`src/design/bcf_pkg.sv`:
```
// shared types and constants for the bezier curve flattener
`default_nettype none
package bcf_pkg;

   localparam int COORD_W           = 16;
   localparam int TOL_W             = 16;
   localparam int DEFAULT_MAX_DEPTH = 6;
   localparam int COORD_FRAC_BITS   = 4;
   localparam int QUEUE_DEPTH       = 2;

   localparam logic [TOL_W-1:0] TOL_RESET = 16'd64;

   // floor((n + 1) / 3) via bias and reciprocal multiply
   localparam int              THIRD_W     = 20;
   localparam logic [19:0]     THIRD_BIAS  = 20'd196609;
   localparam logic [19:0]     THIRD_RECIP = 20'd699051;
   localparam int              THIRD_SHIFT = 21;

   // flatness compare alignment
   localparam int CMP_W   = 72;
   localparam int CMP_SHL = (2 * COORD_FRAC_BITS >= 8) ? 0 : 8 - 2 * COORD_FRAC_BITS;
   localparam int CMP_SHR = (2 * COORD_FRAC_BITS >= 8) ? 2 * COORD_FRAC_BITS - 8 : 0;

   typedef logic signed [COORD_W-1:0] bcf_coord_type;

   typedef struct packed {
      logic          kind;
      bcf_coord_type start_x;
      bcf_coord_type start_y;
      bcf_coord_type ctrl1_x;
      bcf_coord_type ctrl1_y;
      bcf_coord_type ctrl2_x;
      bcf_coord_type ctrl2_y;
      bcf_coord_type end_x;
      bcf_coord_type end_y;
   } bcf_req_type;

   typedef struct packed {
      bcf_coord_type point_x;
      bcf_coord_type point_y;
      logic          is_last;
   } bcf_rsp_type;

   // control polygon on the input grid, index 0 start to 3 end
   typedef struct packed {
      logic [3:0][COORD_W-1:0] px;
      logic [3:0][COORD_W-1:0] py;
   } bcf_curve_type;

endpackage
`default_nettype wire

```
`src/design/bcf_front.sv`:
```
// front end: accepts curves and raises quadratics to cubics
`default_nettype none
module bcf_front
   import bcf_pkg::*;
(
   input  wire logic          clock,
   input  wire logic          reset,
   input  wire logic          start,
   output logic               busy,
   input  wire bcf_req_type   req_data,
   output logic               push,
   output bcf_curve_type      push_data,
   input  wire logic          full
);

   typedef enum logic [2:0] {
      F_IDLE  = 3'b001,
      F_RAISE = 3'b010,
      F_PUSH  = 3'b100
   } front_state_type;

   front_state_type      state_ff, state_in;
   logic [1:0]           step_ff;
   bcf_curve_type        curve_ff;
   logic [COORD_W-1:0]   ctrl_x_ff, ctrl_y_ff;

   logic                 accept;
   logic [COORD_W-1:0]   base;
   logic [COORD_W-1:0]   ctl;
   logic signed [17:0]   num;
   logic [THIRD_W-1:0]   biased;
   logic [2*THIRD_W-1:0] prod;
   logic [COORD_W-1:0]   third_q;

   assign busy      = (state_ff != F_IDLE);
   assign accept    = start && !busy;
   assign push      = (state_ff == F_PUSH) && !full;
   assign push_data = curve_ff;

   always_comb begin
      case (step_ff)
         2'd0:    begin base = curve_ff.px[0]; ctl = ctrl_x_ff; end
         2'd1:    begin base = curve_ff.py[0]; ctl = ctrl_y_ff; end
         2'd2:    begin base = curve_ff.px[3]; ctl = ctrl_x_ff; end
         default: begin base = curve_ff.py[3]; ctl = ctrl_y_ff; end
      endcase
      num     = 18'($signed(base)) + (18'($signed(ctl)) <<< 1);
      biased  = THIRD_W'(num) + THIRD_BIAS;
      prod    = biased * THIRD_RECIP;
      // the grid offset only touches bits above the result
      third_q = prod[THIRD_SHIFT +: COORD_W];
   end

   always_comb begin
      state_in = state_ff;
      unique case (state_ff)
         F_IDLE:  if (accept) state_in = req_data.kind ? F_RAISE : F_PUSH;
         F_RAISE: if (step_ff == 2'd3) state_in = F_PUSH;
         F_PUSH:  if (!full) state_in = F_IDLE;
         default: state_in = F_IDLE;
      endcase
   end

   always_ff @(posedge clock) begin
      if (reset) begin
         state_ff <= F_IDLE;
         step_ff  <= 2'd0;
      end else begin
         state_ff <= state_in;
         if (state_ff == F_RAISE) step_ff <= step_ff + 2'd1;
         else                     step_ff <= 2'd0;
      end
   end

   always_ff @(posedge clock) begin
      if (accept) begin
         curve_ff.px <= {req_data.end_x, req_data.ctrl2_x, req_data.ctrl1_x, req_data.start_x};
         curve_ff.py <= {req_data.end_y, req_data.ctrl2_y, req_data.ctrl1_y, req_data.start_y};
         ctrl_x_ff   <= req_data.ctrl1_x;
         ctrl_y_ff   <= req_data.ctrl1_y;
      end else if (state_ff == F_RAISE) begin
         case (step_ff)
            2'd0:    curve_ff.px[1] <= third_q;
            2'd1:    curve_ff.py[1] <= third_q;
            2'd2:    curve_ff.px[2] <= third_q;
            default: curve_ff.py[2] <= third_q;
         endcase
      end
   end

endmodule
`default_nettype wire

```
`config.mk`:
```
export PLATFORM = sky130hd
export DESIGN_NAME = bcf_front
export DESIGN_NICKNAME = d
export VERILOG_FILES = /design/src/design/bcf_pkg.sv /design/src/design/bcf_front.sv
export SDC_FILE = /design/constraint.sdc
export NUM_CORES = 1
export LEC_CHECK = 0
export BUFFER_PORTS_ARGS = -buffer_cell sky130_fd_sc_hd__buf_2
export CORE_MARGIN = 2
export CORE_UTILIZATION = 40
export CTS_CLUSTER_DIAMETER = 50
export CTS_CLUSTER_SIZE = 16
export DETAILED_ROUTE_END_ITERATION = 12
export SLEW_MARGIN = 25
export SYNTH_ARGS = -nofsm -noshare
export SYNTH_HDL_FRONTEND = slang
export SYNTH_SLANG_ARGS = --single-unit
export TNS_END_PERCENT = 50
```
`constraint.sdc`:
```
create_clock -name clock -period 9.3 [get_ports clock]
set_clock_uncertainty 0.05 [all_clocks]
set_input_delay 1.395 -clock clock [delete_from_list [all_inputs] [get_ports clock]]
set_output_delay 1.395 -clock clock [all_outputs]
set_load 0.01 [all_outputs]
```
# Word level (Yosys, flattened, before mapping)
# Cells that the tools add are included.
# classes
muxes,15
n_addsub,3
n_reduce_logical,17
multipliers,1
bitwise,1
n_eq_ne,11
# op_table
operator,n
32-bit 2-to-1 mux,4
16-bit 2-to-1 mux,5
16-bit one-hot mux with 3 select lines,1
20-bit by 20-bit multiplier with 37-bit output (second input constant),1
18-bit by 19-bit adder with 20-bit output (second input constant),1
16-bit by 17-bit adder with 18-bit output,1
3-bit 2-to-1 mux,4
3-bit one-hot mux with 3 select lines,1
2-bit AND reduction,4
2-bit nonzero test,4
2-bit != test (second input constant),3
2-bit == test (second input constant),2
2-bit OR reduction,2
3-bit by 1-bit == test with 1-bit output (second input constant),1
3-bit by 2-bit == test with 1-bit output (second input constant),1
3-bit == test (second input constant),1
3-bit by 1-bit != test with 1-bit output (second input constant),1
3-bit AND reduction,1
3-bit OR reduction,1
2-bit by 1-bit adder with 2-bit output (second input constant),1
2-bit by 1-bit == test with 1-bit output (second input constant),1
1-bit logical AND,2
1-bit zero test,2
2-bit zero test,1
other kinds (2),2
# totals
input_bits,133
ff_bits,165

# Depth between registers and ports, before layout
# depth
ltp_word,9
depth_mapped,36

# Worst setup path after synthesis
# OpenSTA, ideal clock, no wires.
# synth_path
path_kind,reg2reg
start,register step_ff[0]
end,"register curve_ff, in the netlist push_data[107], data pin"
slack_ns,-0.130
arrival_time_ns,9.122
path_stages_with_launch,32
required_ns,8.992
setup_ns,0.258
path_buffers,4
path_cell_list,dfxtp_1 -> inv_1 -> ha_1 -> clkbuf_1 -> nor2_1 -> clkbuf_1 -> mux2_2 -> ha_1 -> ha_1 -> clkbuf_1 -> o21ai_0 -> nand2b_1 -> a21oi_1 -> nor2b_1 -> o221a_2 -> o311ai_0 -> ha_1 -> ha_1 -> fa_1 -> fa_1 -> fa_1 -> fa_1 -> ha_1 -> ha_1 -> buf_4 -> a21oi_2 -> o21ba_4 -> a21boi_2 -> o22ai_1 -> or4_4 -> a21oi_2 -> nor2_1
# synth_via
elab_chain_cells,9
word_cells_on_any_way,12
cone_classes,add/sub: 2; mul: 1; eq/ne: 2; mux: 5; reduce/logical: 2
# synth_rtl
element,line,text
start: declaration,bcf_front.sv:23,logic [1:0] step_ff;
start signal: assignment,bcf_front.sv:70,if (state_ff == F_RAISE) step_ff <= step_ff + 2'd1;
2-bit == test or 2-bit zero test (tied branches),bcf_front.sv:41,case (step_ff)
2-bit OR reduction (no line),--,
16-bit 2-to-1 mux,bcf_front.sv:41,
16-bit by 17-bit adder with 18-bit output (*),bcf_front.sv:47,num = 18'($signed(base)) + (18'($signed(ctl)) <<< 1);
18-bit by 19-bit adder with 20-bit output (*),bcf_front.sv:48,biased = THIRD_W'(num) + THIRD_BIAS;
20-bit by 20-bit multiplier with 37-bit output (*),bcf_front.sv:49,prod = biased * THIRD_RECIP;
16-bit 2-to-1 mux (*),bcf_front.sv:82,case (step_ff)
32-bit 2-to-1 mux (*),bcf_front.sv:81,end else if (state_ff == F_RAISE) begin
32-bit 2-to-1 mux (*),bcf_front.sv:76,if (accept) begin
end: declaration,bcf_front.sv:24,bcf_curve_type curve_ff;
# Mark *: on every way between the ends. The rest lies on a longest branch, timed or not. The select of a mux whose other input is x is not followed.
# A chain may end at the register's enable or synchronous reset.

# Final worst setup path
# layout_path
start,register step_ff[0]
end,"register curve_ff, in the netlist push_data[103], data pin"
# Same word-level chain as after synthesis.

==> results.json <==
{
  "hold_class": "flip-flop to flip-flop",
  "drt-pass1-iter-count": 6,
  "fin_cells": 2054,
  "syn_nets": 1752,
  "dieArea_sq_um": 38050,
  "synth_cell_types": 77,
  "cts_max_level": 4,
  "worst_path_largest_cell_delay_ps": 540,
  "hold_viol": 0,
  "cts.sinks": 165,
  "max-cap-violations": 0,
  "avgRoutedWirePerCell_um": 21.98,
  "synthArstFlopShare_pct": 0,
  "grt_max_degree": 64,
  "cpMostUsedCell": "ha_1",
  "yosys_warnings": 0,
  "status": "finished, final reports clean",
  "viasPerCell": 5.307,
  "antenna_found_initial": 2,
  "ys_seq_area_share_pct": 33.58,
  "die_y_um": 195.1,
  "setup_violations": 0,
  "fp-row-count": 69,
  "synthTopCellsByArea": "edfxtp_1 33%, fa_1 19%, ha_1 18%",
  "initial_core_util_pct": 40.86,
  "gp_congestion": 0.9767,
  "finalCritPeriodShare_pct": 96.38,
  "required_ps": 9430,
  "ant_nets": 0,
  "crit_type": "flip-flop to flip-flop",
  "synth.top_cell.area_share_pct": 32.90,
  "track_usage_pct": 23.91,
  "drc_errors": 0,
  "postLayoutCellArea_sq_um": 17600,
  "first_global_vias": 11340,
  "coreArea_sq_um": 35740,
  "fillers": 3319,
  "clkTransAtPathRegs_ps": 70,
  "first_iter_violations": 1063,
  "worst_pin_slew_ps": 926.9,
  "synth-seq-cells": 165,
  "layout-drive-gt1-share_pct": 27.72,
  "crit_fanout": 9,
  "slew_violations": 0,
  "place_area_sq_um": 16730,
  "root_buffer": "clkbuf_16",
  "finalWirelength_um": 45140,
  "clock_latency_ps": 440,
  "slowest_stage": "fa_1",
  "cts.path.max_buffers": 2,
  "yosys.area.top_type": "edfxtp_1",
  "fin_crit_ps": 8963,
  "slew_headroom_pct": 38.06,
  "nNetsFinal": 2053,
  "hpwl_um": 38330,
  "io_buffers": 262,
  "fmax_ghz": 0.1116,
  "setup_tns_ps": 0,
  "numCtsBuffers": 17,
  "synth-edff-count": 160,
  "die_w_um": 195.1,
  "grt_pass1_wl_um": 68160,
  "endpoint_kind": "flip-flop",
  "syn-cell-area_sq_um": 14600,
  "dp.cells": 2012,
  "crit_arrival_ps": 9100,
  "synth.avg_cell_area_sq_um": 11.44,
  "ios": 263,
  "grt_overflow": 0,
  "synthCells": 1277,
  "synth-main-ff-cell": "edfxtp_1",
  "synthToLayoutAreaGrowth_pct": 20.52,
  "start_kind": "flip-flop",
  "cts_tree": "done",
  "via_count": 10900
}
cell usage after synthesis, drive strengths merged (22+ instances only):
| cell type | n |
|---|---|
| edfxtp | 160 |
| clkbuf | 22 |
| nand2 | 68 |
| nor2 | 79 |
| fa | 137 |
| ha | 205 |
| mux2 | 30 |
| xnor2 | 24 |
| o21ai | 38 |
| inv | 205 |
| a21o | 26 |
| nor3 | 29 |
| a21oi | 53 |
final timing paths:
kind,slack (ps),endpoint,start,cells after the start
worst max-delay path,340,push_data[103]$_DFFE_PP_,step_ff[0]$_SDFF_PP0_,31
worst min-delay path,510,step_ff[0]$_SDFF_PP0_,step_ff[0]$_SDFF_PP0_,2
worst max register to register,340,push_data[103]$_DFFE_PP_,step_ff[0]$_SDFF_PP0_,31
worst min register to register,510,step_ff[0]$_SDFF_PP0_,step_ff[0]$_SDFF_PP0_,2
layout make-up:
| cell class | count | area [sq um] | share of cell area, % |
|---|---|---|---|
| multi-input cells | 875 | 8984 | 51.04 |
| flip-flops and latches | 165 | 4906 | 27.87 |
| repair buffers | 314 | 1765 | 10.03 |
| inverters | 205 | 772.0 | 4.386 |
| well taps | 461 | 576.8 | 3.277 |
| clock buffers | 17 | 425.4 | 2.417 |
| clock inverters | 15 | 166.4 | 0.9455 |
| diodes | 2 | 5.005 | 0.02844 |
cells in the final DEF (no fill, tap or decap), drive strengths merged, types with 26 or more instances in the layout:
cell type | netlist | routed
o21ai | 38 | 38
ha | 205 | 205
mux2 | 30 | 30
edfxtp | 160 | 160
nor2 | 79 | 79
nor3 | 29 | 29
nand2 | 68 | 68
fa | 137 | 137
a21o | 26 | 26
a21oi | 53 | 53
buf | 10 | 314
inv | 205 | 210
through the flow:
step	worst slack (ps)	hold slack, ps	utilization, %
2_1_floorplan	175.8	430.7	-
6_report	336.8	513.6	49.24
5_1_grt	-23.20	534.2	49.24
3_3_place_gp	-157.4	474.1	46.72
4_1_cts	5.516	509.0	48.60
3_5_place_dp	-213.0	497.4	46.80
flip-flops by register name, summed over array words and instances, names as in the netlist:
| name | count |
|---|---|
| ctrl_y_ff | 16 |
| state_ff | 3 |
| step_ff | 2 |
| ctrl_x_ff | 16 |
| push_data | 128 |
what timing repair did:
item                                   4_1_cts  5_1_grt
pin swaps                                    1       15
buffers inserted                             1        7
endpoints found under the hold margin        0        0
setup endpoints to repair                   36       64
hold buffers                                 0        0
resized for setup                            9       35
critical path: cells and delay by family, from the launching register on:
family | cells | cell delay [ps]
AO/OA/AOI/OAI | 8 | 1890
multiplexers | 1 | 370
buffers and inverters | 5 | 580
flip-flops | 1 | 330
XOR/XNOR | 1 | 310
AND/OR/NAND/NOR | 4 | 670
adder cells (fa/ha/maj) | 12 | 4460
per-layer routing:
metal / GRT usage, % / share of wire (%) / vias up
met2: 37.47 / 46 / 416
met5: 0 / 0 / -
li1: - / - / 5091
met3: 5.285 / 6.7 / 62
met4: 6.305 / 2.3 / 0
met1: 33.58 / 45 / 5332
logic make-up after synthesis:
| logic type | synth area share, % |
|---|---|
| and+or+nand+nor | 7.754 |
| muxes | 3.684 |
| DFF | 33.58 |
| buffers and inverters | 6.177 |
| AOI/OAI and AO/OA | 10.14 |
| adders and majority gates | 36.34 |
| xor gates and xnor gates | 2.313 |
Power is not shown: default switching activity piles up to over one toggle a cycle in this logic, so the estimate is an artifact.
