<file path="src/design/bcf_pkg.sv">
// shared types and constants for the bezier curve flattener
`default_nettype none
package bcf_pkg;

   localparam int COORD_W           = 16;
   localparam int TOL_W             = 16;
   localparam int DEFAULT_MAX_DEPTH = 6;
   localparam int COORD_FRAC_BITS   = 4;
   localparam int QUEUE_DEPTH       = 2;

   localparam logic [TOL_W-1:0] TOL_RESET = 16'd64;

   // floor((n + 1) / 3) via bias and reciprocal multiply
   localparam int              THIRD_W     = 20;
   localparam logic [19:0]     THIRD_BIAS  = 20'd196609;
   localparam logic [19:0]     THIRD_RECIP = 20'd699051;
   localparam int              THIRD_SHIFT = 21;

   // flatness compare alignment
   localparam int CMP_W   = 72;
   localparam int CMP_SHL = (2 * COORD_FRAC_BITS >= 8) ? 0 : 8 - 2 * COORD_FRAC_BITS;
   localparam int CMP_SHR = (2 * COORD_FRAC_BITS >= 8) ? 2 * COORD_FRAC_BITS - 8 : 0;

   typedef logic signed [COORD_W-1:0] bcf_coord_type;

   typedef struct packed {
      logic          kind;
      bcf_coord_type start_x;
      bcf_coord_type start_y;
      bcf_coord_type ctrl1_x;
      bcf_coord_type ctrl1_y;
      bcf_coord_type ctrl2_x;
      bcf_coord_type ctrl2_y;
      bcf_coord_type end_x;
      bcf_coord_type end_y;
   } bcf_req_type;

   typedef struct packed {
      bcf_coord_type point_x;
      bcf_coord_type point_y;
      logic          is_last;
   } bcf_rsp_type;

   // control polygon on the input grid, index 0 start to 3 end
   typedef struct packed {
      logic [3:0][COORD_W-1:0] px;
      logic [3:0][COORD_W-1:0] py;
   } bcf_curve_type;

endpackage
`default_nettype wire

</file>
<file path="src/design/bcf_queue.sv">
// short curve queue between front end and subdivision engine
`default_nettype none
module bcf_queue
   import bcf_pkg::*;
(
   input  wire logic          clock,
   input  wire logic          reset,
   input  wire logic          push,
   input  wire bcf_curve_type push_data,
   output logic               full,
   input  wire logic          pop,
   output bcf_curve_type      pop_data,
   output logic               empty
);

   localparam int PTR_W = $clog2(QUEUE_DEPTH);
   localparam int CNT_W = $clog2(QUEUE_DEPTH + 1);

   bcf_curve_type     mem_ff [QUEUE_DEPTH];
   logic [PTR_W-1:0]  wr_ptr_ff, rd_ptr_ff;
   logic [CNT_W-1:0]  count_ff;

   assign full     = (count_ff == CNT_W'(QUEUE_DEPTH));
   assign empty    = (count_ff == '0);
   assign pop_data = mem_ff[rd_ptr_ff];

   always_ff @(posedge clock) begin
      if (reset) begin
         wr_ptr_ff <= '0;
         rd_ptr_ff <= '0;
         count_ff  <= '0;
      end else begin
         if (push) wr_ptr_ff <= (wr_ptr_ff == PTR_W'(QUEUE_DEPTH - 1)) ? '0 : wr_ptr_ff + 1'b1;
         if (pop)  rd_ptr_ff <= (rd_ptr_ff == PTR_W'(QUEUE_DEPTH - 1)) ? '0 : rd_ptr_ff + 1'b1;
         if (push && !pop)      count_ff <= count_ff + 1'b1;
         else if (pop && !push) count_ff <= count_ff - 1'b1;
      end
   end

   always_ff @(posedge clock) begin
      if (push) mem_ff[wr_ptr_ff] <= push_data;
   end

endmodule
`default_nettype wire

</file>
<file path="config.mk">
export PLATFORM = sky130hd
export DESIGN_NAME = bcf_queue
export DESIGN_NICKNAME = d
export VERILOG_FILES = /design/src/design/bcf_pkg.sv /design/src/design/bcf_queue.sv
export SDC_FILE = /design/constraint.sdc
export NUM_CORES = 1
export LEC_CHECK = 0
export ABC_AREA = 1
export BUFFER_PORTS_ARGS = -buffer_cell sky130_fd_sc_hd__buf_2
export CORE_MARGIN = 2
export CORE_UTILIZATION = 30
export DETAILED_ROUTE_END_ITERATION = 10
export GPL_TIMING_DRIVEN = 0
export HOLD_SLACK_MARGIN = 0.08
export PLACE_DENSITY = 0.48
export SYNTH_ARGS = -nofsm -noshare
export SYNTH_HDL_FRONTEND = slang
export SYNTH_SLANG_ARGS = --single-unit
export TNS_END_PERCENT = 10
</file>
<file path="constraint.sdc">
create_clock -name clock -period 9.2 [get_ports clock]
set_input_delay 1.84 -clock clock [delete_from_list [all_inputs] [get_ports clock]]
set_output_delay 1.84 -clock clock [all_outputs]
set_load 0.005 [all_outputs]
</file>
* Yosys cells after proc, flatten, opt, wreduce, memory -nomap -nowiden *
Memory sizes are Yosys's and may differ from the RTL's. A register that Yosys moved wholly into a read port is not among the register bits.
Cells that the tools add are included.

storage, ports and cells
  bits in registers = 4
  bits in writable memories = 256
  output and inout bits = 130
  word-level logic and storage cells = 23
  memories = 1

memory list
  memory  depth  width  rd ports  clocked after memory_dff  write ports  RTL line         text
  mem_ff  2      128    1         1                         1            bcf_queue.sv:19  bcf_curve_type mem_ff [QUEUE_DEPTH];

operators by class
  add/subtract/negate cells = 4
  equal/unequal tests = 1
  multiplexer cells = 8
  reduce and logical (&&, ||, !) cells = 6

operators with widths
  operator             count
  $mux 1               6
  $mux 2               2
  $add 1x1->1 const B  2
  $add 2x1->2 const B  1
  $eq 2x2->1 const B   1
  $logic_and 1x1->1    2
  $logic_not 1->1      2
  $logic_not 2->1      1
  $reduce_bool 2->1    1
  $sub 2x1->2 const B  1

* Logic depth before layout (Yosys ltp) *
Gate-level depths: netlist of the first run.

  word-level depth = 4
  mapped depth = 8

* Least setup slack after synthesis of the first run *
OpenSTA, ideal clock, no wires.

  path kind = input -> register
  from = input port push
  to = memory mem_ff[0][0] (netlist bit), enable pin
  arrival = 7.234 ns
  setup slack = 1.346 ns
  stages on the path = 2
  buffers on the path = 0
  cell sequence = inv_1 > nor2_1

between the ends
  longest elaborated chain between the ends = 2

ends and longest elaborated chain
  item                          RTL line         text
  start: declaration            bcf_queue.sv:8   input wire logic push,
  $mux 1                        bcf_queue.sv:41  if (push) mem_ff[wr_ptr_ff] <= push_data;
  $mux 1 (not written as such)  bcf_queue.sv:41
  end: declaration              bcf_queue.sv:19

Every way passes these cells.

==> metrics.md, run 1 <==
| Metric | Value |
|---|---|
| Outcome | finished, final reports clean |
| Synth Area in XOR/XNOR | 0.0009188 |
| Final WL | 19660 um |
| Clock sinks | about 260 |
| Rows | 65 |
| Root buffer cell | clkbuf_16 |
| Post-synth top area share | 0.8064 |
| Crit end category | output pin |
| Fin crit share | 0.3954 |
| CTS tree | done |
| Fill cells | 2923 |
| CTS max path bufs | 3 |
| Register area share after synthesis | 0.8169 |
| N_diodes | 0 |
| 1st-iter DRT viols | approximately 170 |
| Slew margin rel. | 0.5180 |
| Synth Cell Area | between 9000 and 10000 sq um |
| Post-synthesis adder-cell area fraction | 0.001313 |
| Placed insts | 1099 |
| Min Clock Period, post-route | about 3.6 ns |
| Core Box Area | about 31000 sq um |
| Power Density | around 220 nW/um^2 |
| Routed via count | between 4k and 5k |
| Resized Gates After CTS | 0 |
| Max incr delay on CP | approximately 0.35 ns |
| CP Cell Sequence | buf_6 -> clkbuf_8 -> mux2_2 -> buf_2 |
| Global route total overflow | 0 |
| Mapped Avg Cell Area | ~22 sq um |
| H-tree levels | 1 |
| Residual DRC | 0 |
| I/O pin count | about 260 |
| Post-synth ARST share | 0 |
| Mapped Cells | roughly 430 |
| Syn Nets | ~560 |
| Drt first pass iters | 4 |
| Yosys reg bits | 261 |
| Top cells by area, synth | edfxtp_1, mux2_2, clkbuf_8 |
| Max Fclk | between 200 and 300 MHz |
| Area delta synth->final | 28.80% |
| Ys flop type | edfxtp_1 |
| First-pass GRT wire length | approximately 30000 um |
| Post-synth top area cell | edfxtp_1 |
| Gpl congestion | between 0.7 and 0.8 |
| Critical Path RT | between 7 and 8 ns |
| CP top delay family | buffers and inverters |
| Die Area | about 33000 sq um |
| Final setup vio count | 0 |
| RSZ-0062 raised after global routing | no |
| Non-filler cells, final | between 1k and 1.5k |
| EDFF count, synth | 256 |
| Fin. Hold Viols | 0 |
| Actual slew at the worst max-slew pin | 0.7214 ns |
| Crit-path slowest cell | dfxtp_1 |
| Nets@finish | 860 |
| Port bufs | 261 |
| MaxCap Viol Count | 0 |
| Crit path max fanout | 10 |
| Worst hold path type | reg -> reg |
| Post-Synth Simple-Gate Area | 0.006431 |
| Main combinational cell family by area after synthesis | multiplexers |
| Distinct cells, synth | 15 |
| Clk_lat worst skew | around 0.53 ns |
| Die W | ~180 um |
| Fraction of layout cells with a size suffix above 1 | 0.5922 |
| Peak supply drop | around 0.13 mV |
| Cts hold-fix bufs | 0 |
| Starting density of the core | 0.3037 |
| Clk_skew | between 0.007 and 0.008 ns |
| CP arrival | approximately 1.8 ns |
| Setup CP Type | reg -> out |
| Hpwl dp | ~13000 um |
| GRT Resource Usage Total | 0.1139 |
| Type of origin of the critical path | register |
| Power consumption | ~0.0027 W |
| Drt wl/cell | ~17 um |
| Initial antenna violation count | 1 |
| Most frequent cells after synthesis | edfxtp_1, mux2_2, inv_1, clkbuf_8, nor2_1 |
| Postcts setup bufs | 0 |
| Slew Limit Fails | 0 |
| Largest net degree at the start of global routing | 67 |
| Clock-pin transition on the worst setup and hold timing paths | roughly 0.06 ns |
| Ys Warns | 0 |
| Synth Area in Compound Gates | 0.001050 |
| Worst path bufs/invs | 3 |
| Routed Antenna Nets | 0 |
| Vias per Instance | between 4 and 5 |
| Post-synthesis mux area share | 0.1512 |
| Cts bufs inserted | 28 |
| Most common cell in the synthesized netlist | edfxtp_1 |
| Chip height | between 150 and 200 um |
| Static leakage power | around 4.6 nW |
| Vias in the first global route | ~5.4k |
## per-layer routing
metal,share of wire,vias to the layer above,track usage
li1,-,2289,-
met2,0.48,170,0.1945
met5,0.00066,-,0
met3,0.079,34,0.04051
met1,0.42,2438,0.1377
met4,0.023,2,0.02806
## state kept, by name, indices dropped and copies added (netlist names), named ones only
register,flops
mem_ff,256
count_ff,2
rd_ptr_ff,1
wr_ptr_ff,1
## per-stage QoR
step           cell area, sq um  setup TNS, ns  hold slack [ns]  utilization  setup slack, ns
2_1_floorplan              9533              0           0.4799            -            1.346
3_3_place_gp              11340        -226.84           0.4967       0.3613           -1.783
3_5_place_dp              11460              0           0.4961       0.3651            5.709
4_1_cts                   12280              0           0.5198       0.3911            5.497
5_1_grt                   12280              0           0.5359       0.3911            5.467
6_report                  12280              0           0.5151       0.3911            5.563
## logic make-up after synthesis
family          Yosys count
flops                   261
compound gates            2
mux                     128
buf+inv                  23
xor+xnor                  1
simple gates             15
fa+ha+maj                 1
## power by group
group | switching, W | leakage (nW) | total, W | internal, W
clock | 0.000431 | 0.393 | 0.00101 | 0.000575
sequential | 0.0000133 | 2.44 | 0.00139 | 0.00138
combinational | 0.000127 | 1.73 | 0.000263 | 0.000137
total | 0.000571 | 4.57 | 0.00266 | 0.00209
## tightest hold or removal path: cells and delay by family (launching register included)
kind             cells  cell delay (ns)
XOR/XNOR             1             0.08
flip-flops           1             0.33
AND/OR/NAND/NOR      1             0.07
## area by class of cell
cell class                 instances  area [sq um]  area share
clock inverter                    11         48.80    0.003974
timing repair buffer             266          1414      0.1152
clock buffer                      40         767.0     0.06247
inverter                           9         38.79    0.003159
multi-input combinational        147          1541      0.1255
tap                              402         503.0     0.04097
buffer                            14         177.7     0.01447
sequential                       261          7787      0.6343
## layout by cell type (no fill, tap or decap)
cell type	instances
nor2_1	6
dfxtp_1	5
clkinv_1	7
buf_12	4
nand4_1	1
buf_2	261
o21ai_0	1
clkbuf_8	8
inv_1	8
clkinv_2	3
xnor2_1	1
nand3_1	1
ha_1	1
buf_6	6
inv_6	1
a21oi_1	1
mux2_2	128
clkinvlp_4	1
edfxtp_1	256
nor3_1	1
nor2_4	1
clkbuf_16	29
nand2_1	5
clkbuf_1	11
buf_16	1
## worst paths after layout
kind | start | endpoint | slack (ns) | depth (start not counted)
worst max-delay path | register | pop_data[32] | 5.56 | 4
worst min-delay path | rd_ptr_ff | register | 0.52 | 2
worst max register to register | wr_ptr_ff | mem_ff[1][31] | 7.38 | 3
worst min register to register | rd_ptr_ff | register | 0.52 | 2
Power figures use the tool's default switching activity.
==> run 2: changes to the inputs <==
clock period = 3.6 ns   (was 9.2 ns; I/O delays follow)
==> metrics.md, run 2 (synthesized netlist as in run 1, its figures left out) <==
| Metric | Value |
|---|---|
| Actual slew at the worst max-slew pin | 0.6472 ns |
| Type of origin of the critical path | register |
| RSZ-0062 raised after global routing | no |
| Clk_skew | 0.01388 ns |
| Static leakage power | roughly 4.7 nW |
| Port bufs | ~260 |
| Worst flop-to-flop path startpoint | wr_ptr_ff |
| CP Cell Sequence | buf_6 -> clkbuf_8 -> mux2_2 -> buf_2 |
| Residual DRC | 0 |
| Gpl congestion | between 0.7 and 0.8 |
| Die W | around 180 um |
| CP top delay family | buffers and inverters |
| Routed via count | ~4.9k |
| Initial antenna violation count | 4 |
| Crit-path slowest cell | dfxtp_1 |
| Outcome | finished, final reports clean |
| Core Box Area | approximately 31000 sq um |
| Int Power | about 0.0057 W |
| Routed Antenna Nets | 0 |
| FF-to-FF setup slack | approximately 1.8 ns |
| Layout Utilization | 0.3967 |
| Drt wl/cell | between 15 and 20 um |
| Largest register by flop count | mem_ff |
| CP arrival | about 1.8 ns |
| Starting density of the core | 0.3037 |
| Slew margin rel. | 0.5686 |
| Clk_lat worst skew | 0.54 ns |
| Hpwl dp | between 10000 and 15000 um |
| Vias per Instance | 4.284 |
| Commonest non-fill, non-tap cell in the layout | buf_2 |
| Postcts setup bufs | 0 |
| Max incr delay on CP | between 0.3 and 0.4 ns |
| Global route total overflow | 0 |
| Critical Path RT | between 2 and 3 ns |
| CTS tree | done |
| Power Density | about 580 nW/um^2 |
| Final setup vio count | 0 |
| Cts bufs inserted | 29 |
| H-tree levels | 1 |
| Max reg flops | 256 |
| Nets@finish | ~860 |
| Chip height | 182.3 um |
| Area delta synth->final | 30.62% |
| I/O pin count | 262 |
| Placed insts | 1099 |
| Worst path bufs/invs | 3 |
| 1st-iter DRT viols | between 150 and 200 |
| Worst reg-to-reg path cell count | 3 |
| Vias in the first global route | 5334 |
| Min Clock Period, post-route | around 2.5 ns |
| Worst hold path type | in -> reg |
| Final WL | around 20000 um |
| Worst setup margin | 1.056 ns |
| MaxCap Viol Count | 0 |
| Crit path max fanout | 10 |
| Root buffer cell | clkbuf_16 |
| RR Endpoint | mem_ff[1][65] |
| Slew Limit Fails | 0 |
| CTS max path bufs | 3 |
| Top Registers | mem_ff x256, count_ff x2 |
| Non-filler cells, final | ~1.2k |
| Switching Share | 0.2048 |
| Clock-pin transition on the worst setup and hold timing paths | 0.06 ns |
| Most frequent cells in the layout | buf_2, edfxtp_1, mux2_2, clkbuf_16, clkbuf_8 |
| Fraction of layout cells with a size suffix above 1 | 0.6045 |
| Crit end category | output pin |
| Share of power burned in registers | 0.494 |
| Max Fclk | 393.1 MHz |
| Resized Gates After CTS | 0 |
| Peak supply drop | 0.3670 mV |
| Fin. Hold Viols | 0 |
| Combinational share of power | 0.093 |
| WHS | between 0.3 and 0.4 ns |
| Cts hold-fix bufs | 0 |
| Drt first pass iters | 4 |
| Die Area | 33220 sq um |
| Fin crit share | 0.7066 |
| Clock sinks | approximately 260 |
| NetSw | approximately 0.0015 W |
| Rows | between 60 and 70 |
| Setup WS pre-CTS | around 1.3 ns |
| Critical Path Stages | 4 |
| Power consumption | approximately 0.007 W |
| Setup CP Type | reg -> out |
| Largest net degree at the start of global routing | 68 |
| Clock power frac | 0.412 |
| First-pass GRT wire length | 29550 um |
| Crit path to | pop_data[36] |
| GRT Resource Usage Total | 0.1137 |
==> run 2: area by class of cell <==
cell class / count / area, sq um
Fill cell: 2880 / 18940
Antenna cell: 1 / 2.502
Sequential cell: 261 / 7787
Tap cell: 402 / 503.0
Timing Repair Buffer: 266 / 1421
Clock buffer: 41 / 810.8
Inverter: 9 / 38.79
Clock inverter: 13 / 168.9
Multi-Input combinational cell: 147 / 1541
Buffer: 14 / 177.7
==> run 2: worst register-to-register path, stage by stage (launching register included) <==
cell and delay (ns):
dfxtp_1 0.40, nand2_1 0.14, inv_6 0.46, buf_16 0.37
==> run 2: metal layers <==
layer	wire (um)	part of all wire	track usage	vias up
met3	1714	0.088	0.04271	44
met2	9659	0.50	0.2006	195
li1	-	-	-	2292
met1	7421	0.38	0.1264	2407
met4	667	0.034	0.03806	6
met5	39	0.0020	0	-
==> run 2: power by group through the flow <==
stage | logic (W) | clock network (W) | registers, W
floorplan | 0.000346 | 0 | 0.00362
global placement | 0.000652 | 0 | 0.00363
detailed placement | 0.000689 | 0 | 0.00362
CTS | 0.000694 | 0.00308 | 0.00356
global route | 0.000739 | 0.00320 | 0.00357
finish | 0.000672 | 0.00296 | 0.00355
==> run 2: worst min path at each step <==
stage | endpoint | cells after the start | start | slack (ns)
6_report | mem_ff[1][42] | 1 | push_data[42] | 0.36
2_1_floorplan | register | 2 | rd_ptr_ff | 0.48
4_1_cts | mem_ff[0][70] | 1 | push_data[70] | 0.33
3_5_place_dp | count_ff[0] | 2 | count_ff[0] | 0.53
5_1_grt | mem_ff[1][13] | 1 | push_data[13] | 0.33
3_3_place_gp | rd_ptr_ff | 2 | rd_ptr_ff | 0.50
==> run 2: through the flow <==
stage	setup TNS [ns]	cell area (sq um)
after floorplan	-18.43	9540
after global placement	-273.59	11350
after detailed placement	0	11470
after CTS	0	12450
after global routing	0	12450
final	0	12450
